--- src/design/resol_pkg.sv ---
// Shared constants, types and helpers for the ring entry store with offset lookup.
`timescale 1ns / 1ps

package resol_pkg;

  localparam int SLOTS     = 16;
  localparam int IDX_W     = $clog2(SLOTS);
  localparam int CNT_W     = $clog2(SLOTS + 1);
  localparam int HANDLE_W  = 32;
  localparam int LEN_W     = 16;
  localparam int OFF_W     = 20;
  localparam int ENTRY_W   = HANDLE_W + LEN_W;
  localparam int SUM_RAW_W = LEN_W + IDX_W + 1;
  localparam int SUM_W     = (SUM_RAW_W > OFF_W) ? SUM_RAW_W : OFF_W + 1;

  localparam logic KIND_ADD  = 1'b0;
  localparam logic KIND_FIND = 1'b1;

  typedef enum logic [1:0] {
    ST_IDLE,
    ST_PRIME,
    ST_WALK,
    ST_DONE
  } state_t;

  typedef struct packed {
    logic add;
    logic start;
    logic step;
    logic check;
    logic clr_res;
    logic load_out;
  } cmd_t;

  typedef struct packed {
    logic empty;
    logic hit;
    logic last;
    logic out_free;
  } sts_t;

  function automatic logic [IDX_W-1:0] next_slot(input logic [IDX_W-1:0] i);
    logic [IDX_W-1:0] r;
    if (i == IDX_W'(SLOTS - 1)) begin
      r = '0;
    end else begin
      r = i + IDX_W'(1);
    end
    return r;
  endfunction

endpackage

--- src/design/resol_if.sv ---
// Request and result channel interfaces with valid/ready handshake.
`timescale 1ns / 1ps

interface resol_req_if;
  logic                           valid;
  logic                           ready;
  logic                           kind;
  logic [resol_pkg::HANDLE_W-1:0] entry_handle;
  logic [resol_pkg::LEN_W-1:0]    entry_length;
  logic [resol_pkg::OFF_W-1:0]    find_offset;

  modport source (output valid, kind, entry_handle, entry_length, find_offset, input ready);
  modport sink (input valid, kind, entry_handle, entry_length, find_offset, output ready);
endinterface

interface resol_res_if;
  logic                           valid;
  logic                           ready;
  logic                           found;
  logic [resol_pkg::HANDLE_W-1:0] hit_handle;
  logic [resol_pkg::LEN_W-1:0]    hit_length;
  logic [resol_pkg::LEN_W-1:0]    byte_in_entry;

  modport source (output valid, found, hit_handle, hit_length, byte_in_entry, input ready);
  modport sink (input valid, found, hit_handle, hit_length, byte_in_entry, output ready);
endinterface

--- src/design/resol_ram.sv ---
// Generic single-write, single-read RAM with registered read data.
`timescale 1ns / 1ps

module resol_ram #(
  parameter int WIDTH = 8,
  parameter int DEPTH = 16
) (
  input  logic                     clk,
  input  logic                     we,
  input  logic [$clog2(DEPTH)-1:0] waddr,
  input  logic [WIDTH-1:0]         wdata,
  input  logic [$clog2(DEPTH)-1:0] raddr,
  output logic [WIDTH-1:0]         rdata
);

  logic [WIDTH-1:0] mem [DEPTH];
  logic [WIDTH-1:0] rdata_r;

  always_ff @(posedge clk) begin
    if (we) begin
      mem[waddr] <= wdata;
    end
    rdata_r <= mem[raddr];
  end

  assign rdata = rdata_r;

endmodule

--- src/design/resol_ctrl.sv ---
// Controller state machine: request intake, ring walk sequencing and result hand-off.
`timescale 1ns / 1ps

module resol_ctrl (
  input  logic               clk,
  input  logic               rst_n,
  input  logic               in_valid,
  input  logic               in_kind,
  input  resol_pkg::sts_t    sts,
  output logic               in_ready,
  output resol_pkg::cmd_t    cmd
);

  resol_pkg::state_t state_r;
  resol_pkg::state_t state_nxt;

  always_ff @(posedge clk) begin
    if (!rst_n) begin
      state_r <= resol_pkg::ST_IDLE;
    end else begin
      state_r <= state_nxt;
    end
  end

  always_comb begin
    state_nxt = state_r;
    cmd       = '0;
    in_ready  = 1'b0;
    case (state_r)
      resol_pkg::ST_IDLE: begin
        in_ready = 1'b1;
        if (in_valid) begin
          if (in_kind == resol_pkg::KIND_ADD) begin
            cmd.add     = 1'b1;
            cmd.clr_res = 1'b1;
            state_nxt   = resol_pkg::ST_DONE;
          end else if (sts.empty) begin
            cmd.clr_res = 1'b1;
            state_nxt   = resol_pkg::ST_DONE;
          end else begin
            cmd.start = 1'b1;
            state_nxt = resol_pkg::ST_PRIME;
          end
        end
      end
      resol_pkg::ST_PRIME: begin
        cmd.step  = 1'b1;
        state_nxt = resol_pkg::ST_WALK;
      end
      resol_pkg::ST_WALK: begin
        cmd.step  = 1'b1;
        cmd.check = 1'b1;
        if (sts.hit) begin
          state_nxt = resol_pkg::ST_DONE;
        end else if (sts.last) begin
          cmd.clr_res = 1'b1;
          state_nxt   = resol_pkg::ST_DONE;
        end
      end
      resol_pkg::ST_DONE: begin
        if (sts.out_free) begin
          cmd.load_out = 1'b1;
          state_nxt    = resol_pkg::ST_IDLE;
        end
      end
      default: begin
        state_nxt = resol_pkg::ST_IDLE;
      end
    endcase
  end

`ifndef SYNTH
  a_walk_after_prime: assert property (@(posedge clk) disable iff (!rst_n)
    (state_r == resol_pkg::ST_WALK) |->
      ($past(state_r) == resol_pkg::ST_PRIME || $past(state_r) == resol_pkg::ST_WALK))
    else $error("walk entered without priming the store read");
`endif

endmodule

--- src/design/resol_dp.sv ---
// Datapath: ring indices, entry store, length accumulator and result registers.
`timescale 1ns / 1ps

module resol_dp (
  input  logic                           clk,
  input  logic                           rst_n,
  input  resol_pkg::cmd_t                cmd,
  output resol_pkg::sts_t                sts,
  input  logic [resol_pkg::HANDLE_W-1:0] in_entry_handle,
  input  logic [resol_pkg::LEN_W-1:0]    in_entry_length,
  input  logic [resol_pkg::OFF_W-1:0]    in_find_offset,
  input  logic                           out_ready,
  output logic                           out_valid,
  output logic                           out_found,
  output logic [resol_pkg::HANDLE_W-1:0] out_hit_handle,
  output logic [resol_pkg::LEN_W-1:0]    out_hit_length,
  output logic [resol_pkg::LEN_W-1:0]    out_byte_in_entry
);

  logic [resol_pkg::IDX_W-1:0]    wr_idx_r, wr_idx_nxt;
  logic [resol_pkg::IDX_W-1:0]    rd_idx_r, rd_idx_nxt;
  logic                           full_r, full_nxt;
  logic [resol_pkg::IDX_W-1:0]    walk_idx_r, walk_idx_nxt;
  logic [resol_pkg::CNT_W-1:0]    remain_r, remain_nxt;
  logic [resol_pkg::SUM_W-1:0]    sum_r, sum_nxt;
  logic [resol_pkg::SUM_W-1:0]    off_r, off_nxt;
  logic                           res_found_r, res_found_nxt;
  logic [resol_pkg::HANDLE_W-1:0] res_handle_r, res_handle_nxt;
  logic [resol_pkg::LEN_W-1:0]    res_len_r, res_len_nxt;
  logic [resol_pkg::LEN_W-1:0]    res_byte_r, res_byte_nxt;
  logic                           out_valid_r, out_valid_nxt;
  logic                           out_found_r, out_found_nxt;
  logic [resol_pkg::HANDLE_W-1:0] out_handle_r, out_handle_nxt;
  logic [resol_pkg::LEN_W-1:0]    out_len_r, out_len_nxt;
  logic [resol_pkg::LEN_W-1:0]    out_byte_r, out_byte_nxt;

  logic [resol_pkg::ENTRY_W-1:0]  ram_rdata;
  logic [resol_pkg::LEN_W-1:0]    ent_len;
  logic [resol_pkg::HANDLE_W-1:0] ent_handle;
  logic [resol_pkg::SUM_W-1:0]    ent_end;
  logic [resol_pkg::SUM_W-1:0]    ent_rel;
  logic [resol_pkg::CNT_W-1:0]    used;
  logic [resol_pkg::IDX_W-1:0]    wr_next;
  logic                           hit;

  resol_ram #(
    .WIDTH (resol_pkg::ENTRY_W),
    .DEPTH (resol_pkg::SLOTS)
  ) u_store (
    .clk   (clk),
    .we    (cmd.add),
    .waddr (wr_idx_r),
    .wdata ({in_entry_handle, in_entry_length}),
    .raddr (walk_idx_r),
    .rdata (ram_rdata)
  );

  assign ent_len    = ram_rdata[resol_pkg::LEN_W-1:0];
  assign ent_handle = ram_rdata[resol_pkg::ENTRY_W-1:resol_pkg::LEN_W];
  assign ent_end    = sum_r + resol_pkg::SUM_W'(ent_len);
  assign ent_rel    = off_r - sum_r;
  assign hit        = off_r < ent_end;
  assign wr_next    = resol_pkg::next_slot(wr_idx_r);

  always_comb begin
    if (full_r) begin
      used = resol_pkg::CNT_W'(resol_pkg::SLOTS);
    end else if (wr_idx_r >= rd_idx_r) begin
      used = resol_pkg::CNT_W'(wr_idx_r) - resol_pkg::CNT_W'(rd_idx_r);
    end else begin
      used = resol_pkg::CNT_W'(wr_idx_r) + resol_pkg::CNT_W'(resol_pkg::SLOTS)
           - resol_pkg::CNT_W'(rd_idx_r);
    end
  end

  assign sts.empty    = !full_r && (wr_idx_r == rd_idx_r);
  assign sts.hit      = hit;
  assign sts.last     = (remain_r == resol_pkg::CNT_W'(1));
  assign sts.out_free = !out_valid_r || out_ready;

  always_comb begin
    wr_idx_nxt     = wr_idx_r;
    rd_idx_nxt     = rd_idx_r;
    full_nxt       = full_r;
    walk_idx_nxt   = walk_idx_r;
    remain_nxt     = remain_r;
    sum_nxt        = sum_r;
    off_nxt        = off_r;
    res_found_nxt  = res_found_r;
    res_handle_nxt = res_handle_r;
    res_len_nxt    = res_len_r;
    res_byte_nxt   = res_byte_r;
    out_valid_nxt  = out_valid_r;
    out_found_nxt  = out_found_r;
    out_handle_nxt = out_handle_r;
    out_len_nxt    = out_len_r;
    out_byte_nxt   = out_byte_r;

    // overwrite oldest once full
    if (cmd.add) begin
      wr_idx_nxt = wr_next;
      if (full_r) begin
        rd_idx_nxt = resol_pkg::next_slot(rd_idx_r);
      end else if (wr_next == rd_idx_r) begin
        full_nxt = 1'b1;
      end
    end

    if (cmd.start) begin
      walk_idx_nxt = rd_idx_r;
      remain_nxt   = used;
      sum_nxt      = '0;
      off_nxt      = resol_pkg::SUM_W'(in_find_offset);
    end

    if (cmd.step) begin
      walk_idx_nxt = resol_pkg::next_slot(walk_idx_r);
    end

    if (cmd.check) begin
      if (hit) begin
        res_found_nxt  = 1'b1;
        res_handle_nxt = ent_handle;
        res_len_nxt    = ent_len;
        res_byte_nxt   = ent_rel[resol_pkg::LEN_W-1:0];
      end else begin
        sum_nxt    = ent_end;
        remain_nxt = remain_r - resol_pkg::CNT_W'(1);
      end
    end

    if (cmd.clr_res) begin
      res_found_nxt  = 1'b0;
      res_handle_nxt = '0;
      res_len_nxt    = '0;
      res_byte_nxt   = '0;
    end

    if (cmd.load_out) begin
      out_valid_nxt  = 1'b1;
      out_found_nxt  = res_found_r;
      out_handle_nxt = res_handle_r;
      out_len_nxt    = res_len_r;
      out_byte_nxt   = res_byte_r;
    end else if (out_ready) begin
      out_valid_nxt = 1'b0;
    end
  end

  always_ff @(posedge clk) begin
    if (!rst_n) begin
      wr_idx_r    <= '0;
      rd_idx_r    <= '0;
      full_r      <= 1'b0;
      out_valid_r <= 1'b0;
    end else begin
      wr_idx_r    <= wr_idx_nxt;
      rd_idx_r    <= rd_idx_nxt;
      full_r      <= full_nxt;
      out_valid_r <= out_valid_nxt;
    end
    walk_idx_r   <= walk_idx_nxt;
    remain_r     <= remain_nxt;
    sum_r        <= sum_nxt;
    off_r        <= off_nxt;
    res_found_r  <= res_found_nxt;
    res_handle_r <= res_handle_nxt;
    res_len_r    <= res_len_nxt;
    res_byte_r   <= res_byte_nxt;
    out_found_r  <= out_found_nxt;
    out_handle_r <= out_handle_nxt;
    out_len_r    <= out_len_nxt;
    out_byte_r   <= out_byte_nxt;
  end

  assign out_valid         = out_valid_r;
  assign out_found         = out_found_r;
  assign out_hit_handle    = out_handle_r;
  assign out_hit_length    = out_len_r;
  assign out_byte_in_entry = out_byte_r;

`ifndef SYNTH
  a_full_sticky: assert property (@(posedge clk) disable iff (!rst_n)
    full_r |=> full_r)
    else $error("ring full flag dropped before reset");

  a_full_aligned: assert property (@(posedge clk) disable iff (!rst_n)
    full_r |-> (wr_idx_r == rd_idx_r))
    else $error("ring full with write and read indices apart");

  a_no_result_overrun: assert property (@(posedge clk) disable iff (!rst_n)
    cmd.load_out |-> (!out_valid_r || out_ready))
    else $error("result loaded over an untaken result");
`endif

endmodule

--- src/design/ring_entry_store_offset_lookup.sv ---
// Top level: ring entry store with character offset lookup.
// An add, or a find on an empty ring, goes from idle straight to the done state; other finds
// pass the prime and walk states until the hit or the last stored entry. From done the result
// is loaded into the output registers once the output is free, and only then is a new request
// taken; the walk reads one entry per cycle through the single read port of the entry store.
// Reset clears the ring indices, full flag, controller and result valid; the store holds.
`timescale 1ns / 1ps

module ring_entry_store_offset_lookup (
  input  logic               clk,
  input  logic               rst_n,
  resol_req_if.sink          in_ch,
  resol_res_if.source        out_ch
);

  resol_pkg::cmd_t cmd;
  resol_pkg::sts_t sts;
  logic            in_ready;

  resol_ctrl u_ctrl (
    .clk      (clk),
    .rst_n    (rst_n),
    .in_valid (in_ch.valid),
    .in_kind  (in_ch.kind),
    .sts      (sts),
    .in_ready (in_ready),
    .cmd      (cmd)
  );

  resol_dp u_dp (
    .clk               (clk),
    .rst_n             (rst_n),
    .cmd               (cmd),
    .sts               (sts),
    .in_entry_handle   (in_ch.entry_handle),
    .in_entry_length   (in_ch.entry_length),
    .in_find_offset    (in_ch.find_offset),
    .out_ready         (out_ch.ready),
    .out_valid         (out_ch.valid),
    .out_found         (out_ch.found),
    .out_hit_handle    (out_ch.hit_handle),
    .out_hit_length    (out_ch.hit_length),
    .out_byte_in_entry (out_ch.byte_in_entry)
  );

  assign in_ch.ready = in_ready;

endmodule
--- src/flat_wrapper.sv ---
// flat-port wrapper written by rule: the top's interface ports become plain ports
module ring_entry_store_offset_lookup_flat 
  (clk, rst_n, in_ch_valid, in_ch_kind, in_ch_entry_handle, in_ch_entry_length, in_ch_find_offset, in_ch_ready, out_ch_valid, out_ch_found, out_ch_hit_handle, out_ch_hit_length, out_ch_byte_in_entry, out_ch_ready);
  resol_req_if in_ch_i ();
  resol_res_if out_ch_i ();
  input  logic clk;
  input  logic rst_n;
  input wire logic [$bits(in_ch_i.valid)-1:0] in_ch_valid;
  input wire logic [$bits(in_ch_i.kind)-1:0] in_ch_kind;
  input wire logic [$bits(in_ch_i.entry_handle)-1:0] in_ch_entry_handle;
  input wire logic [$bits(in_ch_i.entry_length)-1:0] in_ch_entry_length;
  input wire logic [$bits(in_ch_i.find_offset)-1:0] in_ch_find_offset;
  output wire logic [$bits(in_ch_i.ready)-1:0] in_ch_ready;
  output wire logic [$bits(out_ch_i.valid)-1:0] out_ch_valid;
  output wire logic [$bits(out_ch_i.found)-1:0] out_ch_found;
  output wire logic [$bits(out_ch_i.hit_handle)-1:0] out_ch_hit_handle;
  output wire logic [$bits(out_ch_i.hit_length)-1:0] out_ch_hit_length;
  output wire logic [$bits(out_ch_i.byte_in_entry)-1:0] out_ch_byte_in_entry;
  input wire logic [$bits(out_ch_i.ready)-1:0] out_ch_ready;
  assign in_ch_i.valid = in_ch_valid;
  assign in_ch_i.kind = in_ch_kind;
  assign in_ch_i.entry_handle = in_ch_entry_handle;
  assign in_ch_i.entry_length = in_ch_entry_length;
  assign in_ch_i.find_offset = in_ch_find_offset;
  assign in_ch_ready = in_ch_i.ready;
  assign out_ch_valid = out_ch_i.valid;
  assign out_ch_found = out_ch_i.found;
  assign out_ch_hit_handle = out_ch_i.hit_handle;
  assign out_ch_hit_length = out_ch_i.hit_length;
  assign out_ch_byte_in_entry = out_ch_i.byte_in_entry;
  assign out_ch_i.ready = out_ch_ready;
  ring_entry_store_offset_lookup u_core (.clk(clk), .rst_n(rst_n), .in_ch(in_ch_i), .out_ch(out_ch_i));
endmodule
--- config.mk ---
export PLATFORM = sky130hd
export DESIGN_NAME = ring_entry_store_offset_lookup_flat
export DESIGN_NICKNAME = d
export VERILOG_FILES = /design/src/design/resol_pkg.sv /design/src/design/resol_if.sv /design/src/design/resol_ram.sv /design/src/design/resol_ctrl.sv /design/src/design/resol_dp.sv /design/src/design/ring_entry_store_offset_lookup.sv /design/src/flat_wrapper.sv
export SDC_FILE = /design/constraint.sdc
export NUM_CORES = 1
export LEC_CHECK = 0
export BUFFER_PORTS_ARGS = -buffer_cell sky130_fd_sc_hd__clkbuf_2
export CAP_MARGIN = 20
export CORE_UTILIZATION = 35
export CTS_BUF_LIST = sky130_fd_sc_hd__clkbuf_4
export DETAILED_ROUTE_END_ITERATION = 7
export GPL_TIMING_DRIVEN = 0
export SLEW_MARGIN = 40
export SYNTH_ARGS = -nofsm -noshare
export SYNTH_HDL_FRONTEND = slang
export SYNTH_SLANG_ARGS = --single-unit
--- constraint.sdc ---
create_clock -name clk -period 6.3 [get_ports clk]
set_input_delay 0.63 -clock clk [delete_from_list [all_inputs] [get_ports clk]]
set_output_delay 0.63 -clock clk [all_outputs]
set_load 0.03 [all_outputs]
## After elaboration in Yosys (flattened, before gate mapping)

Memory sizes are Yosys's and may differ from the RTL's. A register that Yosys moved wholly into a read port is not among the register bits.
Cells that the tools add are included.

- Magnitude comparators: 2
- Equal/unequal tests: 12
- Add/subtract/negate cells: 9
- Multiplexer cells: 42
- Reduce and logical (&&, ||, !) cells: 11

Operators with widths:

| operator | count |
|---|---|
| 21-bit 2-to-1 mux | 3 |
| 5-bit 2-to-1 mux | 5 |
| 21-bit by 16-bit adder with 21-bit output | 1 |
| 20-bit by 21-bit < comparator with 1-bit output | 1 |
| 4-bit 2-to-1 mux | 5 |
| 1-bit 2-to-1 mux | 19 |
| 2-bit 2-to-1 mux | 8 |
| 16-bit subtractor | 1 |
| 4-bit by 1-bit adder with 4-bit output (second input constant) | 3 |
| 4-bit equality test (second input constant) | 3 |
| 4-bit equality test | 2 |
| 2-bit case mux with 4 select lines | 1 |
| 4-bit by 5-bit adder with 5-bit output (second input constant) | 1 |
| 5-bit by 1-bit equality test with 1-bit output (second input constant) | 1 |
| 4-bit by 4-bit subtractor with 5-bit output | 1 |
| 5-bit by 1-bit subtractor with 5-bit output (second input constant) | 1 |
| 5-bit by 4-bit subtractor with 5-bit output | 1 |
| 2-bit equality test (second input constant) | 2 |
| 4-bit greater-or-equal comparator | 1 |
| 2-bit AND reduction | 2 |
| 2-bit nonzero test | 2 |
| 3-bit by 2-bit != test with 1-bit output (second input constant) | 1 |
| 3-bit AND reduction | 1 |
| 2-bit by 1-bit equality test with 1-bit output (second input constant) | 1 |
| 8 further kinds | 9 |

- Output and inout bits: 67
- Logic and storage cells: 94
- Register bits: 192
- Bits in writable memories: 768
- Input port bits: 73
- Memories kept: 1

Memory list:

| name | words | bits a word | rd ports | clocked after memory_dff | wr ports | line | RTL |
|---|---|---|---|---|---|---|---|
| u_core.u_dp.u_store.mem | 16 | 48 | 1 | 1 | 1 | resol_ram.sv:16 | `logic [WIDTH-1:0] mem [DEPTH];` |

## Logic depth before layout (Yosys ltp)

Gate-level depths: netlist (run 1).

- Depth in word-level cells: 9
- Mapped depth: 20

## By module

From an unflattened synthesis (run 1), not the netlist that was laid out.

- Cells, all modules: 2,054
- Area, all modules: 38,678.3 µm²

By module, submodules not included:

| module | cells each | instances | area each (µm²) | seq. area each (µm²) |
|---|---|---|---|---|
| resol_ram | 1,242 | 1 | 29,691.0 | 24,023.0 |
| resol_dp | 786 | 1 | 8,763.4 | 4,694.5 |
| resol_ctrl | 26 | 1 | 224.0 | 40.0 |

## Least setup slack after synthesis (run 1)

No wires, ideal clock.

- Kind: flip-flop to flip-flop
- Start point: register u_core.u_ctrl.state_r[0]
- End point: memory u_core.u_dp.u_store.mem[0][0] in the netlist's numbering (enable)
- Cell stages (with the launch flop): 8
- Slack: 926 ps
- Arrival: 4,861 ps
- Data required time: 5,787 ps
- Clock period less this slack: 5,374 ps
- Setup time: 513 ps
- Path through: dfxtp_1 inv_1 ha_1 nand2_1 nor2_1 clkbuf_1 nand2_1 nor3_1

- Word-level cells in the longest chain between the ends: 4

Ends and longest elaborated chain:

| what | line | RTL |
|---|---|---|
| start, declared | resol_ctrl.sv:14 | `resol_pkg::state_t state_r;` |
| start signal, assigned | resol_ctrl.sv:19 | `state_r <= resol_pkg::ST_IDLE;` |
| start signal, assigned | resol_ctrl.sv:21 | `state_r <= state_nxt;` |
| 2-bit zero test | resol_ctrl.sv:29 | `case (state_r)` |
| 2-bit 2-to-1 mux | resol_ctrl.sv:29 |  |
| 1-bit 2-to-1 mux | resol_ram.sv:20 | `if (we) begin` |
| 1-bit 2-to-1 mux (implied by the code) | resol_ram.sv:21 | `mem[waddr] <= wdata;` |
| end, declared | resol_ram.sv:16 |  |

No other way between the ends.

## Worst setup path in the final report (run 1)

- Start point: register u_core.u_dp.u_store.rdata_r[0], in the netlist u_core.u_dp.u_store.rdata[0], read port of u_core.u_dp.u_store.mem
- End point: register u_core.u_dp.res_handle_r[2] in the netlist's numbering

- Word-level cells in the longest chain between the ends: 4

Ends and longest elaborated chain:

| what | line | RTL |
|---|---|---|
| start, declared | resol_ram.sv:17 | `logic [WIDTH-1:0] rdata_r;` |
| 21-bit by 16-bit adder with 21-bit output (*) | resol_dp.sv:60 | `assign ent_end = sum_r + resol_pkg::SUM_W'(ent_len);` |
| 20-bit by 21-bit < comparator with 1-bit output (*) | resol_dp.sv:62 | `assign hit = off_r < ent_end;` |
| 1-bit 2-to-1 mux | resol_ctrl.sv:53 | `if (sts.hit) begin` |
| 1-bit case mux with 2 select lines | resol_ctrl.sv:29 |  |
| end signal, assigned | resol_dp.sv:167 | `res_handle_r <= res_handle_nxt;` |
| end, declared | resol_dp.sv:28 | `logic [resol_pkg::HANDLE_W-1:0] res_handle_r, res_handle_nxt;` |

Every way passes the cells marked *; elsewhere a longest branch is shown, timed or not.
A chain may end at the register's enable or synchronous reset.

==> results of run 1 <==
worst paths after layout:
check	cells after the start	endpoint	slack, ns
worst max-delay path	18	u_core.u_dp.res_handle_r[2]$_SDFFE_PP0P_	1.08
worst min-delay path	2	u_core.u_dp.off_r[9]$_DFFE_PP_	0.32
worst min register to register	0	u_core.u_dp.out_hit_length[3]$_DFFE_PP_	0.40
worst max register to register	18	u_core.u_dp.res_handle_r[2]$_SDFFE_PP0P_	1.08
stage by stage:
stage               total power, mW  util, %  std cells
global route                   21.6     42.6       4630
floorplan                      12.8        -       2376
detailed placement             15.0     39.0       4091
global placement               14.9     37.7       4003
finish                         20.4     42.6       4633
CTS                            20.6     42.6       4625
placed cells by master, fill, tap and decap left out, drive strengths merged, types with 17 or more instances in the layout:
cell	Yosys	layout
xnor2	23	23
clkbuf	72	598
xor2	17	17
mux2i	148	148
dfxtp	151	151
a21oi	138	138
a221oi	49	49
mux2	53	53
clkinv	0	66
nor2	39	39
ha	65	65
dlygate4sd3	0	74
o21ai	145	145
inv	40	45
a22oi	49	49
mux4	96	96
nand2	207	207
edfxtp	857	857
nand3	37	37
buf	48	135
logic make-up (layout without fill, tap and decap cells):
group	Yosys count	in the layout	share of synthesized area, %
XOR/XNOR	40	40	0.893
AO/OA/AOI/OAI	453	453	7.16
flip-flops	1008	1008	73.3
buffers and inverters	160	921	1.69
AND/OR/NAND/NOR	350	350	3.93
other	0	8	0
multiplexers	297	297	10.8
adder cells (fa/ha/maj)	68	68	2.23
area by class of cell:
type	count	area (um^2)
antenna	8	20.0
buffer	120	551
clock buffer	386	2900
clock inverter	74	322
fill	9957	63700
inverter	40	150
multi-input combinational	1208	9950
sequential	1008	28800
tap	1488	1860
timing repair buffer	301	2740
metal layers:
| layer | GRT usage, % | vias up |
|---|---|---|
| li1 | - | 10600 |
| met4 | 6.39 | 8 |
| met1 | 22.2 | 11600 |
| met3 | 3.84 | 199 |
| met5 | 0 | - |
| met2 | 30.0 | 942 |
flip-flops by register name (all words and copies together) (netlist names), 5 cells and up:
name and count:
u_core.u_dp.out_hit_handle 32, u_core.u_dp.res_handle_r 32, u_core.u_dp.off_r 20, u_core.u_dp.res_len_r 16
u_core.u_dp.out_hit_length 16, u_core.u_dp.res_byte_r 16, u_core.u_dp.sum_r 21, u_core.u_dp.u_store.rdata 48
u_core.u_dp.remain_r 5, u_core.u_dp.u_store.mem 768, u_core.u_dp.out_byte_in_entry 16
power by group:
part / total, mW / switching, mW / internal [mW]
Clock: 5.46 / 2.60 / 2.86
Combinational: 6.69 / 4.14 / 2.55
Sequential: 8.24 / 0.339 / 7.90
timing repair:
item / CTS / global route
endpoints found under the setup margin: 0 / 0
hold endpoints to repair: 794 / 0
hold buffers: 74 / 0
==> impl_metrics.tcl, run 1 <==
set metrics [dict create \
    yosysTopAreaCell "edfxtp_1" \
    tns_ns 0 \
    synth_commonest_cells "edfxtp_1 (857), nand2_1 (207), dfxtp_1 (151)" \
    slowest_delay_ns 0.64 \
    grt_start_max_net_pins 24 \
    drive_gt1_share_pct 27.5 \
    finalSetupViolations 0 \
    grt_pass1_vias 24500 \
    rsz0062_at_grt "no" \
    post-cts-setup-buffers 0 \
    postRouteAntennaNets 0 \
    endpoint_kind "register" \
    critPathBufInv 2 \
    dieHeight_um 337 \
    synth.area.top_cells "edfxtp_1 (66%), dfxtp_1 (7.7%), mux4_2 (5.5%), mux2i_1 (3.8%), ha_1 (2.1%)" \
    netlist.area_leader.share_pct 65.6 \
    ys_seq_area_share_pct 73.3 \
    ys_types 63 \
    min_from "in_ch_find_offset[9]" \
    clock_path_buffers 4 \
    antenna_found_initial 7 \
    grt-ovfl-total 0 \
    hold_slack_ns 0.318 \
    path_delay_family "compound AO/OA/AOI/OAI gates" \
    grt_pass1_wl_um 148000 \
    pre_cts_slack_ns 1.02 \
    p_leak_nw 16.6 \
    hp-class "primary input to register" \
    htreeDepth 5 \
    fin_area_um2 47200 \
    outcome "finished with violations" \
    asyncSetResetFlopFracSynth_pct 0 \
    wl_met3_um 6690 \
    clk_latency_ns 1.12 \
    yosysWarnings 0 \
    rows 122 \
    crit_top_cell "ha_1" \
    drc 4 \
    cts_resized 0 \
    syn_nets 2517 \
    startpoint_type "register" \
    fp.coreArea_um2 111000 \
    path_max_fanout 10 \
    skew_ns 0.144 \
    cp.required_ns 7.17 \
    hold_viol_final 0 \
    port_buffers 139 \
    track_usage_pct 17.7 \
    areaGrowthSynthToFinish_pct 20.4 \
    reg2reg_from "u_core.u_dp.u_store.rdata[0]$_DFF_P_" \
    dr_wl_met2_um 49800 \
    wl_um 101000 \
    ir_drop_mv 0.215 \
    ys_seq_elements 1008 \
    io_pins 140 \
    cap_violations 0 \
    power.density_nw_per_um2 432 \
    drt_iter0_drc 1885 \
    num_vias 23400 \
    clockRootBuffer "clkbuf_4" \
    synth_edf_count 857 \
    ys.flop_type "edfxtp_1" \
    start_util_pct 35.4 \
    fmax_mhz 192 \
    avgSynthCellArea_um2 16.5 \
    drtPass1Iterations 7 \
    wl_met1_um 41700 \
    wl_per_cell_um 21.7 \
    place_congestion 0.808 \
    maxSlewHeadroom_pct 41.2 \
    top_layer "met5" \
    die_area_um2 113000 \
    crit_path_top_delay_cell "o21ai_4" \
    dieWidth_um 337 \
    critPathArrivalTime_ns 6.09 \
    worst_pin_slew_ns 0.882 \
    placed_cell_area_um2 43300 \
    crit_start "u_core.u_dp.u_store.rdata[0]$_DFF_P_" \
    crit_type "register to register" \
    path_clk_slew_ns 0.06 \
    fin_crit_sh_pct 82.9 \
    clock_sinks 1008 \
    cp_cell_sequence "ha_1, inv_1, fa_1, and2b_1, o31a_1, o21ai_2, o2111a_2, nand2b_1, xnor2_1, ha_1, nand3_1, nor2_1, o2111ai_1, o21ai_1, nand4b_4, o21ai_4, buf_2, a21oi_1" \
    layout.nets 3094 \
    cts_tree "yes" \
    numCtsBuffers 274 \
    slew_violations 0 \
    layout_min_cycle_time_ns 5.22 \
    worst_slack_ns 1.08 \
    synth.most_common_cell "edfxtp_1" \
    syn_inst 2376 \
    syn_area_um2 39200 \
    failed_checks "design-rule violations" \
    routed_via_density 5.05 \
    dp_hpwl_um 68600 \
]
No activity file was read; power rests on OpenSTA's default activity.
==> run 2, diff against run 1 <==
clock period = 4.45 ns   (was 6.3 ns; I/O delays follow)
==> run 2 against run 1 <==
Compared with the run above: the flow now finishes without violations; cell count is 0.76% higher; wire length rose by 1.9%; via count grew 1.0%; first-iteration DRC count is 1.3% higher; clock skew decreased by 0.051 ns; clock power rose by 50%; global-route usage grew 0.40 points; worst hold slack lost 0.13 ns; total power is 46% higher; flip-flop and latch count did not move.
==> impl_metrics.tcl, run 2 (synthesis results as in run 1) <==
set metrics [dict create \
    crit_start "u_core.u_dp.sum_r[1]$_DFF_P_" \
    final_cell_mix "edfxtp_1 (857), clkbuf_4 (416), nand2_1 (207)" \
    endpoint_kind "register" \
    layout_min_cycle_time_ns 4.29 \
    place_congestion 0.831 \
    track_usage_pct 18.1 \
    grt-ovfl-total 0 \
    hold_viol_final 0 \
    slowest_delay_ns 0.37 \
    postRouteAntennaNets 0 \
    die_area_um2 113000 \
    drc 0 \
    antenna_found_initial 12 \
    swShare_pct 34.6 \
    fin_crit_sh_pct 96.4 \
    worst_pin_slew_ns 0.883 \
    ff2ff_path_depth 18 \
    worst_slack_ns 0.161 \
    total_power_mw 29.8 \
    largest_reg_flops 768 \
    io_pins 140 \
    cp_cell_sequence "ha_1, a211oi_2, nor2_2, a2111oi_4, o31ai_2, and2_1, o21a_1, xnor2_1, ha_1, nand3_1, nor2_2, o2111ai_1, o21ai_2, nand4b_4, o21ai_4, buf_12, buf_2, a21oi_1" \
    slew_violations 0 \
    pre_cts_slack_ns -0.762 \
    path_clk_slew_ns 0.07 \
    reg2reg_from "u_core.u_dp.sum_r[1]$_DFF_P_" \
    clk_latency_ns 1.21 \
    startpoint_type "register" \
    drt_iter0_drc 1909 \
    wl_um 102000 \
    cap_violations 0 \
    intPower_mw 19.5 \
    areaGrowthSynthToFinish_pct 22.5 \
    cp.required_ns 5.49 \
    start_util_pct 35.4 \
    grt_pass1_vias 24900 \
    numCtsBuffers 279 \
    routed_via_density 5.06 \
    dieHeight_um 337 \
    dieWidth_um 337 \
    regToRegSetupSlack_ns 0.16 \
    clockRootBuffer "clkbuf_4" \
    htreeDepth 5 \
    wl_per_cell_um 21.9 \
    outcome "completed" \
    crit_type "register to register" \
    grt_pass1_wl_um 151000 \
    power_switching_mw 10.3 \
    hp-class "primary input to register" \
    utilization_pct 43.3 \
    grt_start_max_net_pins 24 \
    rows 122 \
    clock_sinks 1008 \
    fp.coreArea_um2 111000 \
    p_leak_nw 16.9 \
    pwr-share-seq_pct 39.2 \
    final_common_cell "edfxtp_1" \
    clock_path_buffers 4 \
    skew_ns 0.0938 \
    path_max_fanout 10 \
    drive_gt1_share_pct 29.1 \
    critPathArrivalTime_ns 5.33 \
    clkPwrFrac_pct 27.4 \
    power.density_nw_per_um2 620 \
    maxSlewHeadroom_pct 41.1 \
    fmax_mhz 233 \
    layout.nets 3114 \
    cts_tree "yes" \
    fill_cells 9860 \
    port_buffers 139 \
    num_vias 23600 \
    endpoint "u_core.u_dp.res_handle_r[30]$_SDFFE_PP0P_" \
    reg2reg_to "u_core.u_dp.res_handle_r[30]$_SDFFE_PP0P_" \
    dp_hpwl_um 68900 \
    combPwrFrac_pct 33.4 \
    drtPass1Iterations 7 \
    regMostFlops "u_core.u_dp.u_store.mem" \
    crit_path_top_delay_cell "dfxtp_4" \
    finalSetupViolations 0 \
    ir_drop_mv 0.293 \
]
## run 2: cell types whose count changed in the layout (fill, tap and decap cells not counted), moves of 6 or more
cell and delta:
buf_2 -26, buf_4 -6, buf_6 +23, clkbuf_4 +30
clkinv_1 -20, diode_2 +6, dlygate4sd3_1 +20
## run 2: power by group through the flow
stage,clock network [mW],logic [mW],registers (mW)
2_1_floorplan,0,6.27,11.8
3_3_place_gp,0,9.16,11.9
3_5_place_dp,0,9.52,11.9
4_1_cts,8.40,9.80,11.7
5_1_grt,8.93,10.8,11.7
6_report,8.17,9.96,11.7
## run 2: how the worst min path moves through the flow
stage,start,end,slack (ns),depth (start not counted)
global placement,u_core.u_dp.res_byte_r[11]$_SDFFE_PP0P_,u_core.u_dp.out_byte_in_entry[11]$_DFFE_PP_,0.42,0
floorplan,u_core.u_dp.res_byte_r[10]$_SDFFE_PP0P_,u_core.u_dp.out_byte_in_entry[10]$_DFFE_PP_,0.41,0
CTS,in_ch_entry_handle[13],u_core.u_dp.u_store.mem[10][29]$_DFFE_PP_,0.08,2
finish,in_ch_entry_handle[13],u_core.u_dp.u_store.mem[2][29]$_DFFE_PP_,0.19,2
global route,in_ch_entry_handle[14],u_core.u_dp.u_store.mem[1][30]$_DFFE_PP_,0.11,2
detailed placement,u_core.u_dp.res_len_r[7]$_SDFFE_PP0P_,u_core.u_dp.out_hit_length[7]$_DFFE_PP_,0.42,0
## run 2: per-stage QoR
stage               instance area, um^2  std cells  hold slack, ns  setup TNS (ns)
finish                            48100       4668           0.191               0
global placement                  41800       4003           0.418        -1651.13
floorplan                         39300       2376           0.408               0
global route                      48000       4665           0.113         -0.0527
CTS                               47900       4649          0.0778               0
detailed placement                43300       4075           0.416          -50.92
## run 2: metal layers
| layer | up-vias | GRT usage [%] | wire [um] |
|---|---|---|---|
| li1 | 10700 | - | - |
| met1 | 11800 | 22.8 | 43000 |
| met2 | 902 | 30.4 | 50400 |
| met3 | 203 | 4.11 | 6500 |
| met4 | 12 | 6.75 | 2330 |
| met5 | - | 0 | 88 |
## run 2: cell type report
cell class	count	area, um^2	area share (%)
Sequential cell	1008	28800	59.9
Multi-Input combinational cell	1208	10100	21.0
Clock buffer	415	3120	6.48
Timing Repair Buffer	319	3110	6.46
Tap cell	1488	1860	3.87
Buffer	117	612	1.27
Clock inverter	59	309	0.643
Inverter	40	150	0.312
Antenna cell	14	35.0	0.0729
## run 2: worst max-delay path: cells and delay by family, from the launching register on
kind / cells / cell delay (ns)
AND/OR/NAND/NOR: 5 / 0.80
buffers and inverters: 2 / 0.46
adder cells (fa/ha/maj): 2 / 0.69
flip-flops: 1 / 0.37
XOR/XNOR: 1 / 0.15
AO/OA/AOI/OAI: 8 / 1.68
## run 2: what timing repair did
action | CTS | global route
endpoints found under the setup margin | 92 | 92
endpoints found under the hold margin | 806 | 0
gates resized for setup | 39 | 24
pin swaps | 7 | 9
hold buffers | 94 | 0
setup buffers | 8 | 4
